<file path="config.mk">
export PLATFORM = sky130hd
export DESIGN_NAME = rolling_hash_chunk_boundary
export DESIGN_NICKNAME = d
export VERILOG_FILES = /design/src/design/rhcb_pkg.sv /design/src/design/rolling_hash_chunk_boundary.sv /design/src/design/rhcb_cell.sv /design/src/design/rhcb_roll.sv
export SDC_FILE = /design/constraint.sdc
export NUM_CORES = 2
export LEC_CHECK = 0
export ABC_CLOCK_PERIOD_IN_PS = 17100
export BUFFER_PORTS_ARGS = -buffer_cell sky130_fd_sc_hd__buf_2
export CORE_MARGIN = 2
export CORE_UTILIZATION = 60
export CTS_BUF_LIST = sky130_fd_sc_hd__clkbuf_16
export CTS_CLUSTER_DIAMETER = 80
export DETAILED_ROUTE_END_ITERATION = 12
export MAX_ROUTING_LAYER = met4
export PLACE_DENSITY_LB_ADDON = 0.1
export SETUP_SLACK_MARGIN = 0.5
export SKIP_CTS_REPAIR_TIMING = 1
export SYNTH_ARGS = -nofsm -noshare
export SYNTH_HDL_FRONTEND = slang
export SYNTH_SLANG_ARGS = --single-unit
export TNS_END_PERCENT = 10
</file>
<file path="constraint.sdc">
create_clock -name clk_i -period 17.1 [get_ports clk_i]
set_input_delay 3.42 -clock clk_i [delete_from_list [all_inputs] [get_ports clk_i]]
set_output_delay 3.42 -clock clk_i [all_outputs]
set_load 0.01 [all_outputs]
</file>
<file path="src/design/rhcb_pkg.sv">
// Shared types and constants for the rolling hash chunk boundary finder.
package rhcb_pkg;

  // Only the low bits of the rolling hash reach the cut compare
  localparam int unsigned HASH_W = 31;
  localparam int unsigned VAL_W  = 9;
  localparam int unsigned BYTE_W = 8;
  localparam int unsigned LEN_W  = 24;
  localparam int unsigned RUN_W  = 25;
  localparam int unsigned CFG_DW = 64;
  localparam int unsigned CFG_AW = 3;

  // Register reset values
  localparam logic [HASH_W-1:0] MULT_RESET = HASH_W'(3);
  localparam logic [63:0]       PPW_RESET  = 64'd2721702152408675777;
  localparam logic [HASH_W-1:0] MASK_RESET = HASH_W'(65535);
  localparam logic [LEN_W-1:0]  MIN_RESET  = LEN_W'(32768);
  localparam logic [LEN_W-1:0]  MAX_RESET  = LEN_W'(262144);

  // Configuration register indexes
  typedef enum logic [CFG_AW-1:0] {
    CFG_MULT = 3'd0,
    CFG_PPW  = 3'd1,
    CFG_MASK = 3'd2,
    CFG_MIN  = 3'd3,
    CFG_MAX  = 3'd4
  } cfg_idx_e;

  // Item kinds
  localparam logic REQ_DATA  = 1'b0;
  localparam logic REQ_FLUSH = 1'b1;

  typedef struct packed {
    logic [HASH_W-1:0] mult;
    logic [HASH_W-1:0] ppw;
    logic [HASH_W-1:0] mask;
    logic [LEN_W-1:0]  min_len;
    logic [LEN_W-1:0]  max_len;
  } cfg_t;

  typedef struct packed {
    logic             valid;
    logic [RUN_W-1:0] length;
    logic             final_flag;
  } result_t;

endpackage

</file>
<file path="src/design/rolling_hash_chunk_boundary.sv">
// Top level of the content-defined chunk boundary finder.
// Takes one item per clock cycle while the skid entry is empty: each data byte rolls a
// polynomial hash over a window of the last WINDOW bytes, held in a row of cells that shift
// once per byte, and, once the chunk passes min_length, a boundary is reported when the
// masked hash equals one or the chunk passes max_length. An end-of-stream item reports the
// remaining length and clears the hash, window and length. A result is registered in an
// output register backed by one skid entry, so input stalls only when both are full. The
// throughput of one byte per cycle is set by the loop through the hash register, one 31 x 31
// multiply-add each cycle; only the low 31 hash bits are kept since the cut mask is 31 bits.
// The user writes configuration through cfg_we_i / cfg_idx_i / cfg_wdata_i only while no item
// is in flight; the block does not enforce it. prime_pow_window acts through its low 31 bits.
module rolling_hash_chunk_boundary
  import rhcb_pkg::*;
#(
  parameter int unsigned WINDOW = 48
) (
  input  logic              clk_i,
  input  logic              rst_ni,
  input  logic              cfg_we_i,
  input  logic [CFG_AW-1:0] cfg_idx_i,
  input  logic [CFG_DW-1:0] cfg_wdata_i,
  input  logic              in_valid_i,
  output logic              in_ready_o,
  input  logic              req_type_i,
  input  logic [BYTE_W-1:0] data_byte_i,
  output logic              out_valid_o,
  input  logic              out_ready_i,
  output logic [RUN_W-1:0]  chunk_length_o,
  output logic              is_final_o
);

  cfg_t             cfg_q;
  cfg_t             cfg_d;
  logic             accept;
  logic [VAL_W-1:0] value;
  logic [VAL_W-1:0] chain [WINDOW+1];
  result_t          res;
  result_t          out_q;
  result_t          out_d;
  result_t          skid_q;
  result_t          skid_d;

  // Configuration writes; unknown indexes are dropped
  always_comb begin
    cfg_d = cfg_q;
    if (cfg_we_i) begin
      case (cfg_idx_i)
        CFG_MULT: cfg_d.mult    = cfg_wdata_i[HASH_W-1:0];
        CFG_PPW:  cfg_d.ppw     = cfg_wdata_i[HASH_W-1:0];
        CFG_MASK: cfg_d.mask    = cfg_wdata_i[HASH_W-1:0];
        CFG_MIN:  cfg_d.min_len = cfg_wdata_i[LEN_W-1:0];
        CFG_MAX:  cfg_d.max_len = cfg_wdata_i[LEN_W-1:0];
        default:  cfg_d = cfg_q;
      endcase
    end
  end

  always_ff @(posedge clk_i or negedge rst_ni) begin
    if (!rst_ni) begin
      cfg_q.mult    <= MULT_RESET;
      cfg_q.ppw     <= PPW_RESET[HASH_W-1:0];
      cfg_q.mask    <= MASK_RESET;
      cfg_q.min_len <= MIN_RESET;
      cfg_q.max_len <= MAX_RESET;
    end else begin
      cfg_q <= cfg_d;
    end
  end

  assign in_ready_o = !skid_q.valid;
  assign accept     = in_valid_i && in_ready_o;
  assign value      = VAL_W'(data_byte_i) + VAL_W'(1);

  // Window: the newest value enters cell 0, the oldest leaves the last cell
  assign chain[0] = value;

  for (genvar i = 0; i < WINDOW; i++) begin : g_cell
    rhcb_cell u_cell (
      .clk_i   (clk_i),
      .rst_ni  (rst_ni),
      .shift_i (accept && (req_type_i == REQ_DATA)),
      .clear_i (accept && (req_type_i == REQ_FLUSH)),
      .d_i     (chain[i]),
      .q_o     (chain[i+1])
    );
  end

  rhcb_roll u_roll (
    .clk_i      (clk_i),
    .rst_ni     (rst_ni),
    .accept_i   (accept),
    .req_type_i (req_type_i),
    .value_i    (value),
    .oldest_i   (chain[WINDOW]),
    .cfg_i      (cfg_q),
    .res_o      (res)
  );

  // Output register with one skid entry; refill from skid first
  always_comb begin
    out_d  = out_q;
    skid_d = skid_q;
    if (!out_q.valid || out_ready_i) begin
      if (skid_q.valid) begin
        out_d        = skid_q;
        skid_d.valid = 1'b0;
      end else begin
        out_d = res;
      end
    end else if (res.valid) begin
      skid_d = res;
    end
  end

  always_ff @(posedge clk_i or negedge rst_ni) begin
    if (!rst_ni) begin
      out_q  <= '0;
      skid_q <= '0;
    end else begin
      out_q  <= out_d;
      skid_q <= skid_d;
    end
  end

  assign out_valid_o    = out_q.valid;
  assign chunk_length_o = out_q.length;
  assign is_final_o     = out_q.final_flag;

endmodule

</file>
<file path="src/design/rhcb_cell.sv">
// One window cell: holds a byte value and hands it to the next cell on each data item.
module rhcb_cell
  import rhcb_pkg::*;
(
  input  logic             clk_i,
  input  logic             rst_ni,
  input  logic             shift_i,
  input  logic             clear_i,
  input  logic [VAL_W-1:0] d_i,
  output logic [VAL_W-1:0] q_o
);

  logic [VAL_W-1:0] val_q;
  logic [VAL_W-1:0] val_d;

  // Clear on end of stream, take the neighbor's value on a data item
  always_comb begin
    val_d = val_q;
    if (clear_i) begin
      val_d = '0;
    end else if (shift_i) begin
      val_d = d_i;
    end
  end

  always_ff @(posedge clk_i or negedge rst_ni) begin
    if (!rst_ni) begin
      val_q <= '0;
    end else begin
      val_q <= val_d;
    end
  end

  assign q_o = val_q;

endmodule

</file>
<file path="src/design/rhcb_roll.sv">
// Rolling hash update, running length and cut decision for each accepted item.
module rhcb_roll
  import rhcb_pkg::*;
(
  input  logic             clk_i,
  input  logic             rst_ni,
  input  logic             accept_i,
  input  logic             req_type_i,
  input  logic [VAL_W-1:0] value_i,
  input  logic [VAL_W-1:0] oldest_i,
  input  cfg_t             cfg_i,
  output result_t          res_o
);

  localparam logic [RUN_W-1:0] RUN_SAT = '1;

  logic [HASH_W-1:0] hash_q;
  logic [HASH_W-1:0] hash_d;
  logic [RUN_W-1:0]  run_q;
  logic [RUN_W-1:0]  run_d;
  logic [HASH_W-1:0] mul_hash;
  logic [HASH_W-1:0] mul_old;
  logic [HASH_W-1:0] hash_new;
  logic              long_enough;
  logic              cut;

  // Multiply-add, wrapping; carries only move upward so the low bits stand alone
  assign mul_hash = HASH_W'(hash_q * cfg_i.mult);
  assign mul_old  = HASH_W'(oldest_i * cfg_i.ppw);
  assign hash_new = mul_hash + HASH_W'(value_i) - mul_old;

  assign long_enough = run_q > RUN_W'(cfg_i.min_len);
  assign cut = long_enough &&
               (((hash_new & cfg_i.mask) == HASH_W'(1)) || (run_q > RUN_W'(cfg_i.max_len)));

  // Advance hash and length, emit a result on a cut or a flush
  always_comb begin
    hash_d           = hash_q;
    run_d            = run_q;
    res_o.valid      = 1'b0;
    res_o.length     = run_q;
    res_o.final_flag = 1'b0;
    if (accept_i) begin
      if (req_type_i == REQ_FLUSH) begin
        hash_d           = '0;
        run_d            = '0;
        res_o.valid      = 1'b1;
        res_o.final_flag = 1'b1;
      end else begin
        hash_d = hash_new;
        if (cut) begin
          res_o.valid = 1'b1;
          run_d       = RUN_W'(1);
        end else if (run_q != RUN_SAT) begin
          run_d = run_q + RUN_W'(1);
        end
      end
    end
  end

  always_ff @(posedge clk_i or negedge rst_ni) begin
    if (!rst_ni) begin
      hash_q <= '0;
      run_q  <= '0;
    end else begin
      hash_q <= hash_d;
      run_q  <= run_d;
    end
  end

endmodule

</file>
# Yosys cells after proc, flatten, opt, wreduce, memory -nomap -nowiden
# Cells that the tools add are included.
[classes] mul=2 n_reduce_logical=19 bitwise=3 magnitude_cmp=2 n_mux=108 n_eq_ne=6 addsub=4
[op_table] operator="$mux 9" count=96
[op_table] operator="$mux 25" count=3
[op_table] operator="$mux 27" count=2
[op_table] operator="$gt 25x24->1" count=2
[op_table] operator="$add 31x9->31" count=1
[op_table] operator="$and 31x31->31" count=1
[op_table] operator="$eq 31x1->1 const B" count=1
[op_table] operator="$mul 31x31->31" count=1
[op_table] operator="$mul 9x31->31" count=1
[op_table] operator="$mux 31" count=1
[op_table] operator="$sub 31x31->31" count=1
[op_table] operator="$add 25x1->25 const B" count=1
[op_table] operator="$ne 25x25->1 const B" count=1
[op_table] operator="$reduce_and 2->1" count=7
[op_table] operator="$add 8x1->9 const B" count=1
[op_table] operator="$eq 3x2->1 const B" count=2
[op_table] operator="$mux 1" count=6
[op_table] operator="$logic_and 1x1->1" count=4
[op_table] operator="$reduce_bool 2->1" count=2
[op_table] operator="$eq 3x1->1 const B" count=1
[op_table] operator="$eq 3x3->1 const B" count=1
[op_table] operator="$logic_not 3->1" count=1
[op_table] operator="$reduce_bool 3->1" count=1
[op_table] operator="$logic_not 1->1" count=2
[op_table] operator="other kinds (2)" count=4
[word_totals] out_inout_bits=28 elab_cells=205 in_bits=81 ff_bits=683

# Depth between registers and ports, before layout
[depth] depth_word=12 ltp_mapped=31 mapped_depth_nobuf=26

# By module
# A second synthesis with hierarchy kept.
[hier_totals] hier_cells=4882 hier_area_um2=52422.8
[by_module_without_submodules] mod="rhcb_roll" area_per_inst_um2=26915.8 seq_area_each_um2=1401.3 cells_each=2993 instances=1
[by_module_without_submodules] mod="rhcb_cell" area_per_inst_um2=364.1 seq_area_each_um2=225.2 cells_each=29 instances=48
[by_module_without_submodules] mod="rolling_hash_chunk_boundary" area_per_inst_um2=8030.2 seq_area_each_um2=4926.0 cells_each=497 instances=1

# Worst setup path before layout
# No wires, ideal clock.
[synth_timing] kind="input -> register" start="input port data_byte_i[0]" end="register skid_q[12] (netlist name)" path_buffers=1 arrival_time_ps=8833 setup_ps=128 required_ps=16972 path_slack_ps=8139 path_stages=22 cell_sequence="ha_1 nand3_1 or2_2 fa_1 inv_1 ha_1 inv_1 fa_1 inv_1 fa_1 ha_1 nor3_1 nor2_1 o221a_2 xor2_1 a221oi_1 nand4_1 a2111oi_2 o2111ai_2 a21oi_4 buf_6 mux2_1"
[synth_via] elab_chain_cells=11
[synth_rtl] item="from (decl)" line_no="rolling_hash_chunk_boundary.sv:25" source="input logic [BYTE_W-1:0] data_byte_i,"
[synth_rtl] item="$add 8x1->9" line_no="rolling_hash_chunk_boundary.sv:72" source="assign value = VAL_W'(data_byte_i) + VAL_W'(1);"
[synth_rtl] item="$add 31x9->31" line_no="rhcb_roll.sv:30" source="assign hash_new = mul_hash + HASH_W'(value_i) - mul_old;"
[synth_rtl] item="$sub 31x31->31" line_no="rhcb_roll.sv:30"
[synth_rtl] item="$and 31x31->31" line_no="rhcb_roll.sv:34" source="(((hash_new & cfg_i.mask) == HASH_W'(1)) || (run_q > RUN_W'(cfg_i.max_len)));"
[synth_rtl] item="$eq 31x1->1" line_no="rhcb_roll.sv:34"
[synth_rtl] item="$logic_or 1x1->1" line_no="rhcb_roll.sv:34"
[synth_rtl] item="$logic_and 1x1->1" line_no="rhcb_roll.sv:33" source="assign cut = long_enough &&"
[synth_rtl] item="$mux 1" line_no="rhcb_roll.sv:51" source="if (cut) begin"
[synth_rtl] item="$mux 1" line_no="rhcb_roll.sv:44" source="if (req_type_i == REQ_FLUSH) begin"
[synth_rtl] item="$mux 1" line_no="rhcb_roll.sv:43" source="if (accept_i) begin"
[synth_rtl] item="$reduce_and 2->1 (no source line)"
[synth_rtl] item="to (signal assigned)" line_no="rolling_hash_chunk_boundary.sv:121" source="skid_q <= skid_d;"
[synth_rtl] item="to (decl)" line_no="rolling_hash_chunk_boundary.sv:40" source="result_t skid_q;"
# Every way passes these cells.
# A chain may end at the register's enable or synchronous reset.

# Worst setup path in the final report
[layout_timing] start="input port data_byte_i[0]" end="register skid_q[2] (netlist name)"
# The elaborated chain is that of the path after synthesis.

==> summary.md <==
| Metric | Value |
|---|---|
| Crit. End Element | register |
| Final Hold Fails | 0 |
| Mapped cell area | 53200 sq um |
| Top Ports | roughly 110 |
| Setup TNS | 0 ns |
| CTS Sinks | 683 |
| Worst R2R Start | u_roll.hash_q[7]$_DFFE_PN0P_ |
| DPL Wire Length | 95400 um |
| Main combinational cell family by area after synthesis | adder cells |
| Setup Skew | 0.0260 ns |
| Gr ovfl total | 0 |
| Top cell type's share of synthesized area | 30.4% |
| Dominant cell type by area after synthesis | dfrtp_1 |
| Clk_lat worst skew | 0.65 ns |
| Vias in the first global route | 37555 |
| Port Buffer Count | 75 |
| Critical Path AT | 10.78 ns |
| Status | completed |
| Beginning of the worst hold path | g_cell[21].u_cell.q_o[1]$_DFFE_PN0P_ |
| Hold depth | 2 |
| CTS tree | done |
| Hold endpoint | g_cell[21].u_cell.q_o[1]$_DFFE_PN0P_ |
| Post-synthesis sequential area ratio | approximately 32% |
| Post-DR vias/cell | approximately 5.6 |
| Largest net degree at the start of global routing | a little under 200 |
| Fin crit share | 60.0% |
| Mapped Cells | 5399 |
| Layout area overhead | 6.81% |
| Core area | 88100 sq um |
| Nets@finish | 6209 |
| Most common cell after layout, fill and taps aside | nand2_1 |
| Yosys reg bits | 683 |
| RSZ-0062 raised after global routing | no |
| Final Setup Violations | 0 |
| DIE WIDTH | around 300 um |
| Routed len/inst | 20.7 um |
| ANT nets after route | 0 |
| DIE HEIGHT | 302 um |
| Fmax | roughly 97 MHz |
| Crit path launch type | primary input |
| EDFF count, synth | 0 |
| Cell Rows | 109 |
| Compound-Gate Fraction of Synth Area | 3.93% |
| First-pass GRT wire length | 216000 um |
| HP Class | register to register |
| Max_cap viols | 0 |
| Final Critical Period | 10.26 ns |
| Drt initial violations | ~2800 |
| Worst-case reg-to-reg path depth | 26 |
| Ys Warns | 0 |
| Post-Synth Simple-Gate Area | 23.5% |
| Adder-cell area share of the yosys netlist | 28.2% |
| Worst-Margin Slew | 1.15 ns |
| Placer Congestion | 0.951 |
| Crit Path Max Fanout | 32 |
| Xor and xnor area share after synthesis | 1.86% |
| Rel. slew slack | 23.5% |
| Layout cells sized above 1 | 7.80% |
| Max H-tree Level | 3 |
| Unique cell type count in the Yosys netlist | 80 |
| Die Area | 91000 sq um |
| Largest cells by area after synthesis | dfrtp_1 30%, fa_1 23%, and2_1 8.0% |
| Clock Pin Slew Worst Setup and Hold Paths | 0.06 ns |
| Root buffer cell | clkbuf_16 |
| Fraction of registers with async set/reset | 100% |
| Syn_nets | 6312 |
| Via count | around 37000 |
| Total CTS buffers | 79 |
| DRT Pass-1 Iters | 6 |
| RR Endpoint | skid_q[2]$_DFFE_PN0P_ |
| Avg Inst Size Synth | about 9.9 sq um |
| WP data required | 17.62 ns |
| CTS Buffer Depth | 3 |
| Final Slew Violations | 0 |
| Initial Util | roughly three fifths |
| GR Util All Layers | between 30% and 40% |
| Initial antenna violation count | 1 |
| Setup Crit Path Kind | primary input to register |
| Drc violations | 0 |
| Top FF cell, synth | dfrtp_1 |
| Aggregate routed wire length | approximately 140000 um |
| Post-synthesis mux area share | approximately 3.5% |
| R2r setup slk | approximately 6.9 ns |
| Commonest non-fill, non-tap cells in the layout | 1057 x nand2_1, 677 x and2_1, 663 x inv_1 |
==> how the worst max path moves through the flow <==
stage                               from                     end  cells past startpoint
after floorplan           data_byte_i[0]  skid_q[12]$_DFFE_PN0P_                     22
after global placement    data_byte_i[0]   skid_q[1]$_DFFE_PN0P_                     23
after detailed placement  data_byte_i[0]   skid_q[1]$_DFFE_PN0P_                     23
after CTS                 data_byte_i[0]   skid_q[1]$_DFFE_PN0P_                     23
after global routing      data_byte_i[0]   skid_q[1]$_DFFE_PN0P_                     23
final                     data_byte_i[0]   skid_q[2]$_DFFE_PN0P_                     23
==> registers in the layout, summed over array words and instances, names as in the netlist <==
register	cells
u_roll.run_q	25
u_roll.hash_q	31
chunk_length_o	25
is_final_o	1
out_valid_o	1
g_cell.u_cell.q_o	432
cfg_q	141
skid_q	27
==> logic make-up (layout without fill, tap and decap cells) <==
group / count (synthesis) / count (layout)
AO/OA/AOI/OAI: 305 / 305
XOR/XNOR: 108 / 108
adder cells (fa/ha/maj): 832 / 832
buffers and inverters: 948 / 907
flip-flops: 683 / 683
multiplexers: 168 / 168
other: 0 / 1
AND/OR/NAND/NOR: 2355 / 2355
==> critical path, stage by stage <==
cell	delay, ns
buf_2	0.19
ha_1	0.24
nand3_1	0.12
or2_2	0.36
fa_1	0.54
inv_1	0.04
ha_1	0.26
inv_1	0.05
fa_1	0.53
inv_1	0.05
fa_1	0.43
ha_1	0.40
o21ai_0	0.21
a21oi_1	0.42
a21boi_1	0.37
o21ai_0	0.26
a221oi_1	0.51
nand4_1	0.18
a2111oi_2	0.47
o2111ai_2	0.20
buf_4	0.29
a21oi_4	0.75
mux2_2	0.41
==> layout make-up <==
class | count | area [sq um]
Clock buffer | 81 | 2030
Antenna cell | 1 | 2.50
Fill cell | 7372 | 31300
Tap cell | 1165 | 1460
Sequential cell | 683 | 17100
Inverter | 639 | 2400
Timing Repair Buffer | 125 | 796
Multi-Input combinational cell | 3768 | 32500
Clock inverter | 62 | 460
==> per-stage QoR <==
step / utilization [%] / setup slack [ns] / hold WS [ns] / instances / area, sq um
after floorplan: - / 8.14 / 0.439 / 5399 / 53200
after global placement: 61.7 / 6.23 / 0.449 / 6380 / 54300
after detailed placement: 61.7 / 6.22 / 0.456 / 6380 / 54300
after CTS: 64.5 / 6.87 / 0.468 / 6523 / 56800
after global routing: 64.5 / 6.46 / 0.477 / 6523 / 56800
final: 64.5 / 6.84 / 0.463 / 6524 / 56800
==> Yosys cell counts (4+ instances only) <==
cell	instances
a21o_1	19
nor3_1	22
mux2_2	121
and3_1	14
buf_2	10
nand2b_1	12
xnor2_1	79
dfrtp_1	646
o32ai_1	8
a31oi_1	10
a21oi_1	43
a221oi_1	4
and2_1	677
o221ai_1	6
or2_2	5
nand4_1	34
o21a_1	11
dfstp_2	37
mux2_1	20
nand3b_1	429
o21ai_0	104
buf_1	24
nor2b_1	12
o22ai_1	5
xor2_1	26
o2111ai_1	4
clkbuf_1	271
nand3_1	38
fa_1	614
nor4_1	6
mux2i_1	27
ha_1	218
or3_1	4
nor2_1	31
inv_1	639
o211ai_1	11
a22o_1	21
a211oi_1	9
nand2_1	1058
==> per-layer routing <==
metal  up-vias  routed length (um)  GRT usage, %
li1      16710                   -             -
met1     18647               60100          44.3
met2       951               62100          48.2
met3       237                7460          4.42
met4         0                5450          11.5
met5         -                   0             -
Power is left out: the tool's default activity adds up to more than one toggle a clock period on the data nets, which glitch-free logic cannot reach.
